**src/hw/rtl/scpf_pkg.sv**
```systemverilog
// Shared types and constants for the servo command packet framer.
package scpf_pkg;

    localparam int unsigned LIMIT_W = 10;
    localparam int unsigned TORQ_W  = 11;

    localparam logic [1:0] KIND_TORQUE  = 2'd0;
    localparam logic [1:0] KIND_POSREAD = 2'd1;
    localparam logic [1:0] KIND_REVERSE = 2'd2;
    localparam logic [1:0] KIND_UNUSED  = 2'd3;

    localparam logic [LIMIT_W-1:0] LIMIT_RESET = 10'd1000;

    localparam logic [7:0] HDR_BYTE     = 8'hFF;
    localparam logic [7:0] REG_TORQUE   = 8'd42;
    localparam logic [7:0] REG_POSITION = 8'd56;
    localparam logic [7:0] REG_REVERSE  = 8'd31;
    localparam logic [7:0] REVERSE_HIGH = 8'h08;
    localparam logic [7:0] LEN_WRITE    = 8'd9;
    localparam logic [7:0] LEN_READ     = 8'd4;
    localparam logic [7:0] INSTR_WRITE  = 8'd3;
    localparam logic [7:0] INSTR_READ   = 8'd2;
    localparam logic [7:0] READ_COUNT   = 8'd2;

    localparam logic [3:0] LAST_POS_READ  = 4'd7;
    localparam logic [3:0] LAST_POS_WRITE = 4'd12;

    typedef struct packed {
        logic [1:0]        kind;
        logic [7:0]        servo;
        logic [TORQ_W-1:0] torque;
    } t_desc;

endpackage

```
**src/hw/rtl/scpf_front.sv**
```systemverilog
// Request intake: limit register, torque saturation and sign-magnitude encoding.
module scpf_front (
    input  logic                        i_clk,
    input  logic                        i_rst_n,
    input  logic                        i_cfg_we,
    input  logic [scpf_pkg::LIMIT_W-1:0] i_cfg_wdata,
    input  logic                        i_req_valid,
    input  logic [1:0]                  i_req_type,
    input  logic [7:0]                  i_servo_id,
    input  logic signed [15:0]          i_torque_command,
    output logic                        o_push,
    output scpf_pkg::t_desc             o_desc
);
    import scpf_pkg::*;

    logic [LIMIT_W-1:0] r_torque_limit;
    logic               neg;
    logic [16:0]        mag_full;
    logic [16:0]        mag_clamp;
    logic               sign_bit;

    always_ff @(posedge i_clk) begin
        if (!i_rst_n) begin
            r_torque_limit <= LIMIT_RESET;
        end else if (i_cfg_we) begin
            r_torque_limit <= i_cfg_wdata;
        end
    end

    always_comb begin
        neg      = i_torque_command[15];
        mag_full = neg ? (17'd0 - {i_torque_command[15], i_torque_command})
                       : {1'b0, i_torque_command};
        mag_clamp = (mag_full > {7'd0, r_torque_limit}) ? {7'd0, r_torque_limit} : mag_full;
        sign_bit  = neg && (mag_clamp != 17'd0);
    end

    assign o_push        = i_req_valid && (i_req_type != KIND_UNUSED);
    assign o_desc.kind   = i_req_type;
    assign o_desc.servo  = i_servo_id;
    assign o_desc.torque = {sign_bit, mag_clamp[LIMIT_W-1:0]};

endmodule

```
**src/hw/rtl/scpf_queue.sv**
```systemverilog
// Two-entry request queue between intake and serializer.
module scpf_queue (
    input  logic            i_clk,
    input  logic            i_rst_n,
    input  logic            i_push,
    input  scpf_pkg::t_desc i_desc,
    output logic            o_full,
    output logic            o_valid,
    input  logic            i_pop,
    output scpf_pkg::t_desc o_desc
);
    import scpf_pkg::*;

    t_desc      r_mem [2];
    logic       r_wptr;
    logic       r_rptr;
    logic [1:0] r_count;
    logic       do_push;
    logic       do_pop;

    assign o_full  = (r_count == 2'd2);
    assign o_valid = (r_count != 2'd0);
    assign o_desc  = r_mem[r_rptr];
    assign do_push = i_push && !o_full;
    assign do_pop  = i_pop && o_valid;

    always_ff @(posedge i_clk) begin
        if (do_push) begin
            r_mem[r_wptr] <= i_desc;
        end
    end

    always_ff @(posedge i_clk) begin
        if (!i_rst_n) begin
            r_wptr  <= 1'b0;
            r_rptr  <= 1'b0;
            r_count <= 2'd0;
        end else begin
            if (do_push) r_wptr <= ~r_wptr;
            if (do_pop)  r_rptr <= ~r_rptr;
            case ({do_push, do_pop})
                2'b10:   r_count <= r_count + 2'd1;
                2'b01:   r_count <= r_count - 2'd1;
                default: r_count <= r_count;
            endcase
        end
    end

endmodule

```
**src/hw/rtl/scpf_back.sv**
```systemverilog
// Packet serializer: byte sequencing, running checksum and output register.
module scpf_back (
    input  logic            i_clk,
    input  logic            i_rst_n,
    input  logic            i_valid,
    input  scpf_pkg::t_desc i_desc,
    output logic            o_pop,
    output logic            o_tvalid,
    input  logic            i_tready,
    output logic [7:0]      o_tdata,
    output logic            o_tlast
);
    import scpf_pkg::*;

    logic       r_valid;
    logic [7:0] r_data;
    logic       r_last;
    logic [3:0] r_pos;
    logic [7:0] r_sum;

    logic       load;
    logic       is_read;
    logic       is_torque;
    logic [3:0] last_pos;
    logic       at_last;
    logic [7:0] n_byte;
    logic [7:0] n_sum;

    always_comb begin
        is_read   = (i_desc.kind == KIND_POSREAD);
        is_torque = (i_desc.kind == KIND_TORQUE);
        last_pos  = is_read ? LAST_POS_READ : LAST_POS_WRITE;
        at_last   = (r_pos == last_pos);
        load      = i_valid && (!r_valid || i_tready);

        case (r_pos) inside
            4'd0, 4'd1: n_byte = HDR_BYTE;
            4'd2:       n_byte = i_desc.servo;
            4'd3:       n_byte = is_read ? LEN_READ : LEN_WRITE;
            4'd4:       n_byte = is_read ? INSTR_READ : INSTR_WRITE;
            4'd5:       n_byte = is_read ? REG_POSITION : (is_torque ? REG_TORQUE : REG_REVERSE);
            4'd6:       n_byte = is_read ? READ_COUNT : 8'd0;
            4'd7:       n_byte = is_torque ? 8'd0 : REVERSE_HIGH;
            4'd8:       n_byte = is_torque ? i_desc.torque[7:0] : 8'd0;
            4'd9:       n_byte = is_torque ? {5'd0, i_desc.torque[TORQ_W-1:8]} : 8'd0;
            default:    n_byte = 8'd0;
        endcase
        if (at_last) n_byte = ~r_sum;

        n_sum = (r_pos == 4'd2) ? n_byte : (r_sum + n_byte);
    end

    assign o_pop    = load && at_last;
    assign o_tvalid = r_valid;
    assign o_tdata  = r_data;
    assign o_tlast  = r_last;

    always_ff @(posedge i_clk) begin
        if (!i_rst_n) begin
            r_valid <= 1'b0;
            r_pos   <= 4'd0;
            r_sum   <= 8'd0;
        end else if (load) begin
            r_valid <= 1'b1;
            r_pos   <= at_last ? 4'd0 : (r_pos + 4'd1);
            if (r_pos >= 4'd2 && !at_last) r_sum <= n_sum;
        end else if (i_tready) begin
            r_valid <= 1'b0;
        end
    end

    always_ff @(posedge i_clk) begin
        if (load) begin
            r_data <= n_byte;
            r_last <= at_last;
        end
    end

endmodule

```
**src/hw/rtl/servo_command_packet_framer.sv**
```systemverilog
// Top level of the servo command packet framer.
//
//  channel   | direction | tdata                                  | tuser      | tlast
//  s_axis    | in        | [7:0] servo_id, [23:8] torque_command  | [1:0] type | -
//  m_axis    | out       | [7:0] tx_byte                          | -          | last_byte
//  cfg       | in        | i_cfg_wdata: torque_limit, on i_cfg_we | -          | -
//
// One packet byte leaves per cycle while m_axis_tready is high: a write packet is 13 bytes, a position read 8.
// That rate is set by the serializer emitting one byte per clock.
// A two-entry queue lets requests be taken while a packet is still going out.
// Reset clears the queue and serializer and restores torque_limit to 1000.
// m_axis_tready low holds the current byte; the queue then fills and s_axis_tready drops.
module servo_command_packet_framer (
    input  logic        i_clk,
    input  logic        i_rst_n,
    input  logic        i_cfg_we,
    input  logic [9:0]  i_cfg_wdata,
    input  logic        s_axis_tvalid,
    output logic        s_axis_tready,
    input  logic [23:0] s_axis_tdata,   // [7:0] servo_id, [23:8] torque_command
    input  logic [1:0]  s_axis_tuser,   // [1:0] req_type
    output logic        m_axis_tvalid,
    input  logic        m_axis_tready,
    output logic [7:0]  m_axis_tdata,   // [7:0] tx_byte
    output logic        m_axis_tlast    // last_byte
);
    import scpf_pkg::*;

    logic  q_full;
    logic  q_valid;
    logic  q_pop;
    logic  f_push;
    t_desc f_desc;
    t_desc q_desc;

    assign s_axis_tready = !q_full;

    scpf_front u_front (
        .i_clk            (i_clk),
        .i_rst_n          (i_rst_n),
        .i_cfg_we         (i_cfg_we),
        .i_cfg_wdata      (i_cfg_wdata),
        .i_req_valid      (s_axis_tvalid && !q_full),
        .i_req_type       (s_axis_tuser),
        .i_servo_id       (s_axis_tdata[7:0]),
        .i_torque_command (s_axis_tdata[23:8]),
        .o_push           (f_push),
        .o_desc           (f_desc)
    );

    scpf_queue u_queue (
        .i_clk   (i_clk),
        .i_rst_n (i_rst_n),
        .i_push  (f_push),
        .i_desc  (f_desc),
        .o_full  (q_full),
        .o_valid (q_valid),
        .i_pop   (q_pop),
        .o_desc  (q_desc)
    );

    scpf_back u_back (
        .i_clk    (i_clk),
        .i_rst_n  (i_rst_n),
        .i_valid  (q_valid),
        .i_desc   (q_desc),
        .o_pop    (q_pop),
        .o_tvalid (m_axis_tvalid),
        .i_tready (m_axis_tready),
        .o_tdata  (m_axis_tdata),
        .o_tlast  (m_axis_tlast)
    );

endmodule

```
**config.mk**
```make
export PLATFORM = sky130hd
export DESIGN_NAME = servo_command_packet_framer
export DESIGN_NICKNAME = d
export VERILOG_FILES = /design/src/hw/rtl/scpf_pkg.sv /design/src/hw/rtl/scpf_front.sv /design/src/hw/rtl/scpf_queue.sv /design/src/hw/rtl/scpf_back.sv /design/src/hw/rtl/servo_command_packet_framer.sv
export SDC_FILE = /design/constraint.sdc
export NUM_CORES = 1
export LEC_CHECK = 0
export ABC_AREA = 0
export BUFFER_PORTS_ARGS = -buffer_cell sky130_fd_sc_hd__buf_4
export CORE_AREA = 8 8 105 107
export CTS_BUF_LIST = sky130_fd_sc_hd__clkbuf_4 sky130_fd_sc_hd__clkbuf_8 sky130_fd_sc_hd__clkbuf_16
export DETAILED_ROUTE_END_ITERATION = 12
export DIE_AREA = 0 0 113 115
export GPL_ROUTABILITY_DRIVEN = 0
export PLACE_DENSITY = 0.77
export SYNTH_ARGS = -nofsm -noshare
export SYNTH_HDL_FRONTEND = slang
export SYNTH_HIERARCHICAL = 1
export SYNTH_SLANG_ARGS = --single-unit
```
**constraint.sdc**
```tcl
create_clock -name i_clk -period 3.57 [get_ports i_clk]
set_clock_uncertainty 0.2 [all_clocks]
set_input_delay 0.714 -clock i_clk [delete_from_list [all_inputs] [get_ports i_clk]]
set_output_delay 0.714 -clock i_clk [all_outputs]
set_load 0.02 [all_outputs]
```
## After elaboration in Yosys (flattened, before gate mapping)

Memories as Yosys holds them, arrays and structs flattened. A register that Yosys moved wholly into a read port is not among the register bits.
Cells that the tools add are included.

- Bits of input ports: 41
- Register bits after elaboration: 36
- Word-level logic and storage cells: 85
- Memory bits (writable): 42
- Output and inout port bits: 11
- Memories kept: 1

Memory list:

| name | depth | width | rd ports | clocked after Yosys merged registers in | write ports | RTL line | text |
|---|---|---|---|---|---|---|---|
| u_queue.r_mem | 2 | 21 | 1 | 1 | 1 | scpf_queue.sv:14 | `t_desc r_mem [2];` |

- Multiplexer cells: 30
- Magnitude comparators: 2
- Reduce and logical (&&, ||, !) cells: 20
- Add/sub/neg operators: 5
- Bitwise logic cells: 3
- Equality and inequality tests: 15

Operators by type and width:

| cell | number |
|---|---|
| 2-to-1 mux 8 bit | 13 |
| 2-to-1 mux 17 bit | 2 |
| greater-than comparator 17 x 10 -> 1 bit | 1 |
| nonzero test 17 bit | 1 |
| subtractor 1 x 16 -> 17 bit (first input constant) | 1 |
| == test 4 x 3 -> 1 bit (second input constant) | 4 |
| 2-to-1 mux 4 bit | 4 |
| adder 8 bit | 1 |
| == test 4 x 2 -> 1 bit (second input constant) | 2 |
| == test 4 bit (second input constant) | 2 |
| logical AND 1 bit | 8 |
| NOT 8 bit | 1 |
| 2-to-1 mux 1 bit | 7 |
| 2-to-1 mux 6 bit | 1 |
| nonzero test 2 bit | 3 |
| adder 4 x 1 -> 4 bit (second input constant) | 1 |
| == test 2 x 1 -> 1 bit (second input constant) | 2 |
| == test 2 bit (second input constant) | 2 |
| == test 4 x 1 -> 1 bit (second input constant) | 1 |
| == test 4 bit | 1 |
| greater-or-equal comparator 4 x 2 -> 1 bit (second input constant) | 1 |
| logical NOT 4 bit | 1 |
| case mux 2 bit (2 select lines) | 1 |
| logical NOT 1 bit | 3 |
| other kinds (10) | 11 |

## Depth between registers and ports, before layout

Gate-level depths: netlist of the first run.

- Depth after elaboration: 14
- Gate-level depth with buffers: 17
- Depth with buffers taken out: 15

## By module

The synthesis of the first run kept the hierarchy.

Modules (own cells, without submodules):

| module | times used | area an instance (sq um) | cells an instance | sequential area each (sq um) |
|---|---|---|---|---|
| scpf_back | 1 | 1791.7 | 222 | 530.5 |
| scpf_queue | 1 | 1746.7 | 91 | 1361.3 |
| scpf_front | 1 | 1390.1 | 166 | 200.2 |
| servo_command_packet_framer | 1 | 10.0 | 2 | 0.0 |

## Least setup slack after synthesis of the first run

OpenSTA, ideal clock, no wires.

- Path type: input to register
- From: input port s_axis_tdata[13]
- To: memory u_queue/r_mem[0][0] (netlist name) (data pin)
- Cell stages on the path: 13
- Library setup time: 0.262 ns
- Path buffers: 2
- Data required time: 3.108 ns
- Path slack: -0.309 ns
- Data arrival time: 3.418 ns
- Path through: nor4_4 > buf_6 > nand2_1 > o31a_1 > xor2_1 > ha_1 > a211oi_1 > o21ai_0 > nor3_1 > a21oi_1 > nor4_2 > buf_6 > mux2_4

RTL lines:

| element | RTL line | text |
|---|---|---|
| from (decl) | servo_command_packet_framer.sv:20 | `input logic [23:0] s_axis_tdata,` |
| to (decl) | scpf_queue.sv:14 |  |

==> summary.txt, run 1 <==
Outcome
  • Outcome: finished clean

Timing
  • Crit share post-route: roughly 99%
  • RSZ-0062 raised after global routing: yes
  • Post-Route Setup TNS: 0 ns
  • Fmax: between 200 and 300 MHz
  • Least-Margin Pin Slew: 0.6092 ns
  • Max-slew violations: 0
  • Fin. Hold Viols: 0
  • Setup violations, final: 0
  • Fin worst setup slack: 0.03878 ns
  • Final Critical Period: approximately 3.5 ns
  • Min Hold Slack: around 0.29 ns
  • Max_slew headroom: approximately three fifths

Clocking
  • Root buf cell: clkbuf_8
  • Clock sinks: 79
  • H-Tree Depth: 3
  • TritonCTS clock tree: yes
  • Clock tree buffer depth: 2
  • TritonCTS buffer count: 9
  • Worst skew pair latency: around 0.35 ns
  • CTS clk-pin slew, worst paths: ~0.080 ns
  • Hold buffer count at CTS: 0

Placement
  • Placed Area: 5658 um2
  • Cells after DPL: between 600 and 700
  • DP HPWL: ~8200 um
  • PortBufs: 51
  • Pre-CTS WS: -0.3044 ns

Setup path
  • Worst Path Required: 3.66 ns
  • WP buf/inv: 4
  • Worst setup path category: flip-flop to flip-flop
  • CP dominant cell by count: nor2_1
  • CP cell instances: mux2_4 > nor4bb_4 > a22oi_2 > nand2b_4 > clkinv_8 > buf_12 > buf_4 > nor2_1 > a21oi_1 > ha_1 > inv_1 > nor2_1 > o32ai_2 > or4b_4 > o32a_1 > nand4b_1
  • Worst setup SP type: flip-flop
  • Max stage delay cell, worst path: or4b_4
  • R2R Path End: u_back/r_sum[7]
  • Endpoint class of the critical path: flip-flop
  • Kind of cell adding the most delay to the critical path: simple AND/OR/NAND/NOR gates
  • Max FO, Critical Path: 8
  • Slowest stage delay, CP: just over 0.5 ns
  • Flop2flop setup slack: approximately 0.039 ns
  • Worst EP arrival: between 3 and 4 ns
  • Worst Reg-to-Reg Cells: 16

Final layout
  • Post-route cell area: approximately 6100 um2
  • Register Area: between 2000 and 2500 um2
  • Share of cells above drive strength 1: between 30% and 40%
  • Finished Layout Cells: between 600 and 700
  • Fillers: between 700 and 800
  • Area added between synthesis and finish: 22.98%
  • Antenna Cells: 0
  • Nets: about 630
  • Multi-input logic area: about 2700 um2

Yosys
  • Post-Syn Area per Cell: 10.27 um2
  • Synth cell count leaders: edfxtp_1 (51), nand2_1 (39), dfxtp_1 (28), inv_1 (28)
  • Net Count, Synth: 546
  • Yosys Warn Count: 6
  • Share of the yosys chip area belonging to registers: 42.36%
  • Most common cell in the netlist: edfxtp_1
  • Synth area leader: edfxtp_1
  • Synth Flop Type: edfxtp_1
  • Top post-synthesis cells by area: edfxtp_1 (31%), dfxtp_1 (11%), ha_1 (5.8%)
  • Fraction of registers with async set/reset: 0%
  • Post-Synthesis Cells: between 400 and 500
  • Post-synthesis cell area: slightly below 5000 um2
  • Top cell type's share of synthesized area: a little under a third
  • Cell variety after synth: 79
  • Synth Register Bits: 79
  • Number of enable flip-flop cells after synthesis: 51

Worst hold path
  • Hold depth: 2
  • Hold/Removal Path Class: flip-flop to flip-flop
  • Hold Startpoint: u_queue/r_wptr
  • Min-Delay Endpoint: u_queue/r_wptr

Floorplan
  • Rows: 36
  • Die boundary height: 115 um
  • Core Area: 9459 um2
  • Die Span X: ~110 um
  • Initial Utilization: 52.21%
  • I/O pin cnt: 52
  • Die footprint: approximately 13000 um2

Routing
  • Routed WL per cell: ~17 um
  • Total number of vias: ~4000
  • Number of nets with antenna violations after routing: 0
  • Final wirelength: ~11000 um
  • Via density: between 5 and 6
  • First drt pass iteration count: 4
  • DRC violations left: 0
  • Initial drt markers: between 200 and 300

GRT
  • GRT Resource Usage Total: 17.19%
  • First-pass GRT wire length: around 18000 um
  • Initial antenna violation count: 0
  • Number of global-route vias before repair: 3809
  • Pin count of the biggest net entering global routing: 34
  • Congestion Overflow GR: 0

Pwr
  • Maximum VDD drop: approximately 0.21 mV
  • PD cells: between 300 and 400 nW/um2
  • Leak: between 2 and 2.5 nW

Flow run
  • Max Cap Viol: 0
## worst max path at each step
stage                                 from                  end  slack (ns)  cells after the start
after floorplan           s_axis_tdata[13]  u_queue/r_mem[0][0]       -0.09                     13
after global placement    s_axis_tdata[13]  u_queue/r_mem[0][1]       -0.23                     14
after detailed placement  s_axis_tdata[13]  u_queue/r_mem[1][1]       -0.30                     15
after CTS                  u_back/r_pos[0]      u_back/r_sum[6]       -0.06                     16
after global routing             flip-flop      u_back/r_sum[7]       -0.08                     15
final                            flip-flop      u_back/r_sum[7]        0.04                     16
## repair_timing
| item | 4_1_cts | 5_1_grt |
|---|---|---|
| gates resized for setup | 4 | 29 |
| endpoints found under the setup margin | 2 | 25 |
| pin swaps | 1 | 15 |
| setup buffers | 0 | 11 |
## layer usage
| metal | vias to the layer above | part of all wire (%) | GRT usage (%) |
|---|---|---|---|
| met5 | - | 0 | 0 |
| met4 | 0 | 2.9 | 9.503 |
| met3 | 30 | 5.5 | 3.624 |
| met2 | 133 | 47 | 27.26 |
| met1 | 1891 | 45 | 21.51 |
| li1 | 1941 | - | - |
## worst register-to-register path: stages, from the launching register on
cell and delay [ns]:
dfxtp_4 0.38, mux2_4 0.31, nor4bb_4 0.15, a22oi_2 0.22, nand2b_4 0.20, clkinv_8 0.07
buf_12 0.13, buf_4 0.13, nor2_1 0.16, a21oi_1 0.08, ha_1 0.29, inv_1 0.05
nor2_1 0.18, o32ai_2 0.13, or4b_4 0.51, o32a_1 0.18, nand4b_1 0.09
## final cells by class
class                      instances  area share (%)
timing repair buffer             106           13.64
tap                              114           2.349
inverter                          32           2.184
sequential                        79           34.51
clock inverter                     2          0.2060
clock buffer                      14           2.967
multi-input combinational        334           44.15
## per-stage QoR
step           power [mW]  util (%)
6_report            2.416     64.21
5_1_grt             2.539     64.21
4_1_cts             2.364     61.97
3_5_place_dp        1.724     59.81
3_3_place_gp        1.702     59.81
2_1_floorplan       1.503         -
## flip-flops by register name, indices dropped and copies added (netlist names), named ones only
signal	cells
u_queue/r_mem	42
u_front/r_torque_limit	10
u_back/o_tdata	8
u_back/r_sum	8
u_back/r_pos	4
u_queue/r_count	2
u_back/o_tlast	1
u_back/o_tvalid	1
u_queue/r_rptr	1
u_queue/r_wptr	1
## cells in the final DEF (no fill, tap or decap), types with 14 or more instances in the layout
cell type,count
a21oi_1,18
buf_4,102
dfxtp_1,27
edfxtp_1,51
ha_1,18
inv_1,28
mux2_2,20
nand2_1,38
nor2_1,20
o21ai_0,14
## power by group
group	internal, mW	total (mW)	switching (mW)	leakage, nW
sequential	1.05	1.08	0.0296	0.690
combinational	0.328	0.692	0.364	1.59
clock	0.327	0.645	0.318	0.104
total	1.70	2.42	0.711	2.38
## kinds of logic (layout without fill, tap and decap cells)
kind of cell | after synthesis | after routing | share of synthesized area (%)
fa+ha+maj | 24 | 24 | 6.233
buf+inv | 68 | 154 | 6.891
compound gates | 112 | 112 | 15.66
simple gates | 144 | 144 | 16.80
flops | 79 | 79 | 42.36
xor+xnor | 15 | 15 | 2.660
mux | 39 | 39 | 9.400
(Power assumes the default switching activity.)
==> run 2: changes to the inputs <==
REMOVE_ABC_BUFFERS = 1   (was unset)
==> summary.txt, run 2 (synthesized netlist as in run 1, its figures left out) <==
GRT
  • Initial antenna violation count: 0 (unchanged)
  • GRT Resource Usage Total: 19.04% (+1.9 points)
  • Number of global-route vias before repair: 4391 (+15%)
  • Pin count of the biggest net entering global routing: 34 (unchanged)
  • First-pass GRT wire length: 20090 um (+12%)
  • Congestion Overflow GR: 0 (unchanged)

Setup path
  • Worst Path Required: 3.65 ns (about the same)
  • Slowest stage delay, CP: 0.38 ns (-0.13 ns)
  • Kind of cell adding the most delay to the critical path: compound AO/OA/AOI/OAI gates
  • WP buf/inv: 2 (-2)
  • CP dominant cell by count: a21oi_2
  • Max FO, Critical Path: 5 (-3)
  • CP cell instances: mux2_4 > buf_6 > a21oi_2 > a211oi_2 > buf_4 > a21o_1 > a211oi_2 > a21oi_2 > ha_2 > fa_1 > a21o_1 > a21oi_2 > o211ai_1 > o41ai_1 > o21ai_1 > a31oi_1
  • Endpoint class of the critical path: flip-flop
  • Worst EP arrival: 3.67 ns (+0.05 ns)
  • Max stage delay cell, worst path: fa_1
  • Worst setup path category: flip-flop to flip-flop
  • Worst setup SP type: flip-flop

Final layout
  • Antenna Cells: 0 (unchanged)
  • Most frequent cells in the layout: buf_4 (131), edfxtp_1 (51), nand2_1 (39)
  • Largest register FFs: 42 (unchanged)
  • Nets: 660 (+5.3%)
  • Top reg by flops: u_queue/r_mem
  • Area added between synthesis and finish: 30.83%
  • Share of cells above drive strength 1: 41.50% (+6.6 points)
  • Fin util: 68.31% (+4.1 points)
  • Most common cell after layout, fill and taps aside: buf_4
  • Fillers: 683 (-5.0%)
  • Finished Layout Cells: 714 (+4.8%)
  • Post-route cell area: 6461 um2 (+6.4%)
  • Largest regs: u_queue/r_mem: 42 flops, u_front/r_torque_limit: 10 flops

Pwr
  • Leak: 2.553 nW (+7.1%)
  • PD cells: 410.7 nW/um2 (+3.2%)
  • Maximum VDD drop: 0.2274 mV (+7.0%)

Worst hold path
  • Hold Startpoint: u_queue/r_wptr
  • Hold/Removal Path Class: flip-flop to flip-flop

Routing
  • Via density: 6.018 (+2.6%)
  • Routed WL per cell: 18.52 um (+10%)
  • DRC violations left: 0 (unchanged)
  • Final wirelength: 13230 um (+15%)
  • Total number of vias: 4297 (+7.6%)
  • Initial drt markers: 306 (+16%)
  • First drt pass iteration count: 8 (+4)
  • Number of nets with antenna violations after routing: 0 (unchanged)

Timing
  • Max-slew violations: 0 (unchanged)
  • Fmax: 278.9 MHz (-1.5%)
  • Fin. Hold Viols: 0 (unchanged)
  • Final Critical Period: 3.586 ns (+0.05477 ns)
  • Setup violations, final: 1 (+1)
  • Crit share post-route: 100.4% (+1.5 points)
  • Fin worst setup slack: -0.01599 ns (-0.05477 ns)
  • RSZ-0062 raised after global routing: yes
  • Min Hold Slack: 0.2982 ns (+0.003696 ns)
  • Least-Margin Pin Slew: 0.5643 ns (-0.04487 ns)
  • Post-Route Setup TNS: -0.01599 ns (-0.01599 ns)
  • Max_slew headroom: 62.33% (+3.0 points)

Clocking
  • Root buf cell: clkbuf_8
  • TritonCTS buffer count: 9 (unchanged)
  • Clock tree buffer depth: 2 (unchanged)
  • Worst skew pair latency: 0.36 ns (about the same)
  • CTS clk-pin slew, worst paths: 0.08 ns (about the same)
  • Clock sinks: 79 (unchanged)
  • Hold buffer count at CTS: 0 (unchanged)
  • H-Tree Depth: 3 (unchanged)
  • TritonCTS clock tree: yes

Placement
  • PortBufs: 51 (unchanged)
  • Placed Area: 5847 um2 (+3.3%)
  • Cells after DPL: 690 (+5.5%)
  • DP HPWL: 9028 um (+9.4%)

Flow run
  • Max Cap Viol: 0 (unchanged)

Outcome
  • Outcome: finished, violations left
  • Failing checks: negative setup slack

Floorplan
  • Core Area: 9459 um2 (unchanged)
  • I/O pin cnt: 52 (unchanged)
  • Die boundary height: 115 um (unchanged)
  • Rows: 36 (unchanged)
  • Die footprint: 13000 um2 (unchanged)
  • Initial Utilization: 52.21% (unchanged)
  • Die Span X: 113 um (unchanged)
## run 2: cell types whose count changed in the layout (fill, tap and decap cells not counted), moves of 3 or more
cell      before  now
nor2_1        20   16
a21oi_2        3    8
clkbuf_8      12    9
a21oi_1       18   13
ha_1          18   15
buf_6          2    7
buf_4        102  131
## run 2: per-layer routing
| metal | track usage, % | wire, um |
|---|---|---|
| met1 | 21.32 | 5209 |
| met2 | 33.29 | 6552 |
| met3 | 4.254 | 932 |
| met4 | 10.12 | 530 |
| met5 | 0 | 0 |
## run 2: layout make-up
class | instances | area (um2) | share of cell area (%)
Timing Repair Buffer | 139 | 1077 | 16.67
Clock inverter | 4 | 71.32 | 1.104
Clock buffer | 12 | 146.4 | 2.266
Sequential cell | 79 | 2098 | 32.47
Inverter | 32 | 125.1 | 1.936
Tap cell | 114 | 142.6 | 2.208
Multi-Input combinational cell | 334 | 2800 | 43.34
## run 2: path summary, 6_finish.rpt
| path | to | slack, ns | depth (start not counted) |
|---|---|---|---|
| hold reg to reg | u_queue/r_wptr | 0.30 | 2 |
| hold / removal | u_queue/r_wptr | 0.30 | 2 |
| setup reg to reg | u_back/r_sum[6] | -0.02 | 16 |
| setup / recovery | u_back/r_sum[6] | -0.02 | 16 |
## run 2: worst register-to-register path, cell delays in order (launching register included)
cell	delay, ns
dfxtp_4	0.37
mux2_4	0.33
buf_6	0.14
a21oi_2	0.14
a211oi_2	0.10
buf_4	0.17
a21o_1	0.17
a211oi_2	0.27
a21oi_2	0.07
ha_2	0.20
fa_1	0.38
a21o_1	0.18
a21oi_2	0.22
o211ai_1	0.13
o41ai_1	0.12
o21ai_1	0.14
a31oi_1	0.17
## run 2: per-stage QoR
step,setup slack (ns),power [mW]
after floorplan,-1.023,1.462
after global placement,-0.3656,1.746
after detailed placement,-0.5278,1.778
after CTS,-0.03828,2.536
after global routing,-0.2510,2.760
final,-0.01599,2.654
## run 2: power breakdown
part	switching, mW	internal, mW
clock	0.313	0.415
combinational	0.427	0.415
sequential	0.0324	1.05
total	0.773	1.88
## run 2: what timing repair did
item	4_1_cts	5_1_grt
resized for setup	22	52
endpoints found under the setup margin	24	28
setup buffers	4	5
pin swaps	11	21
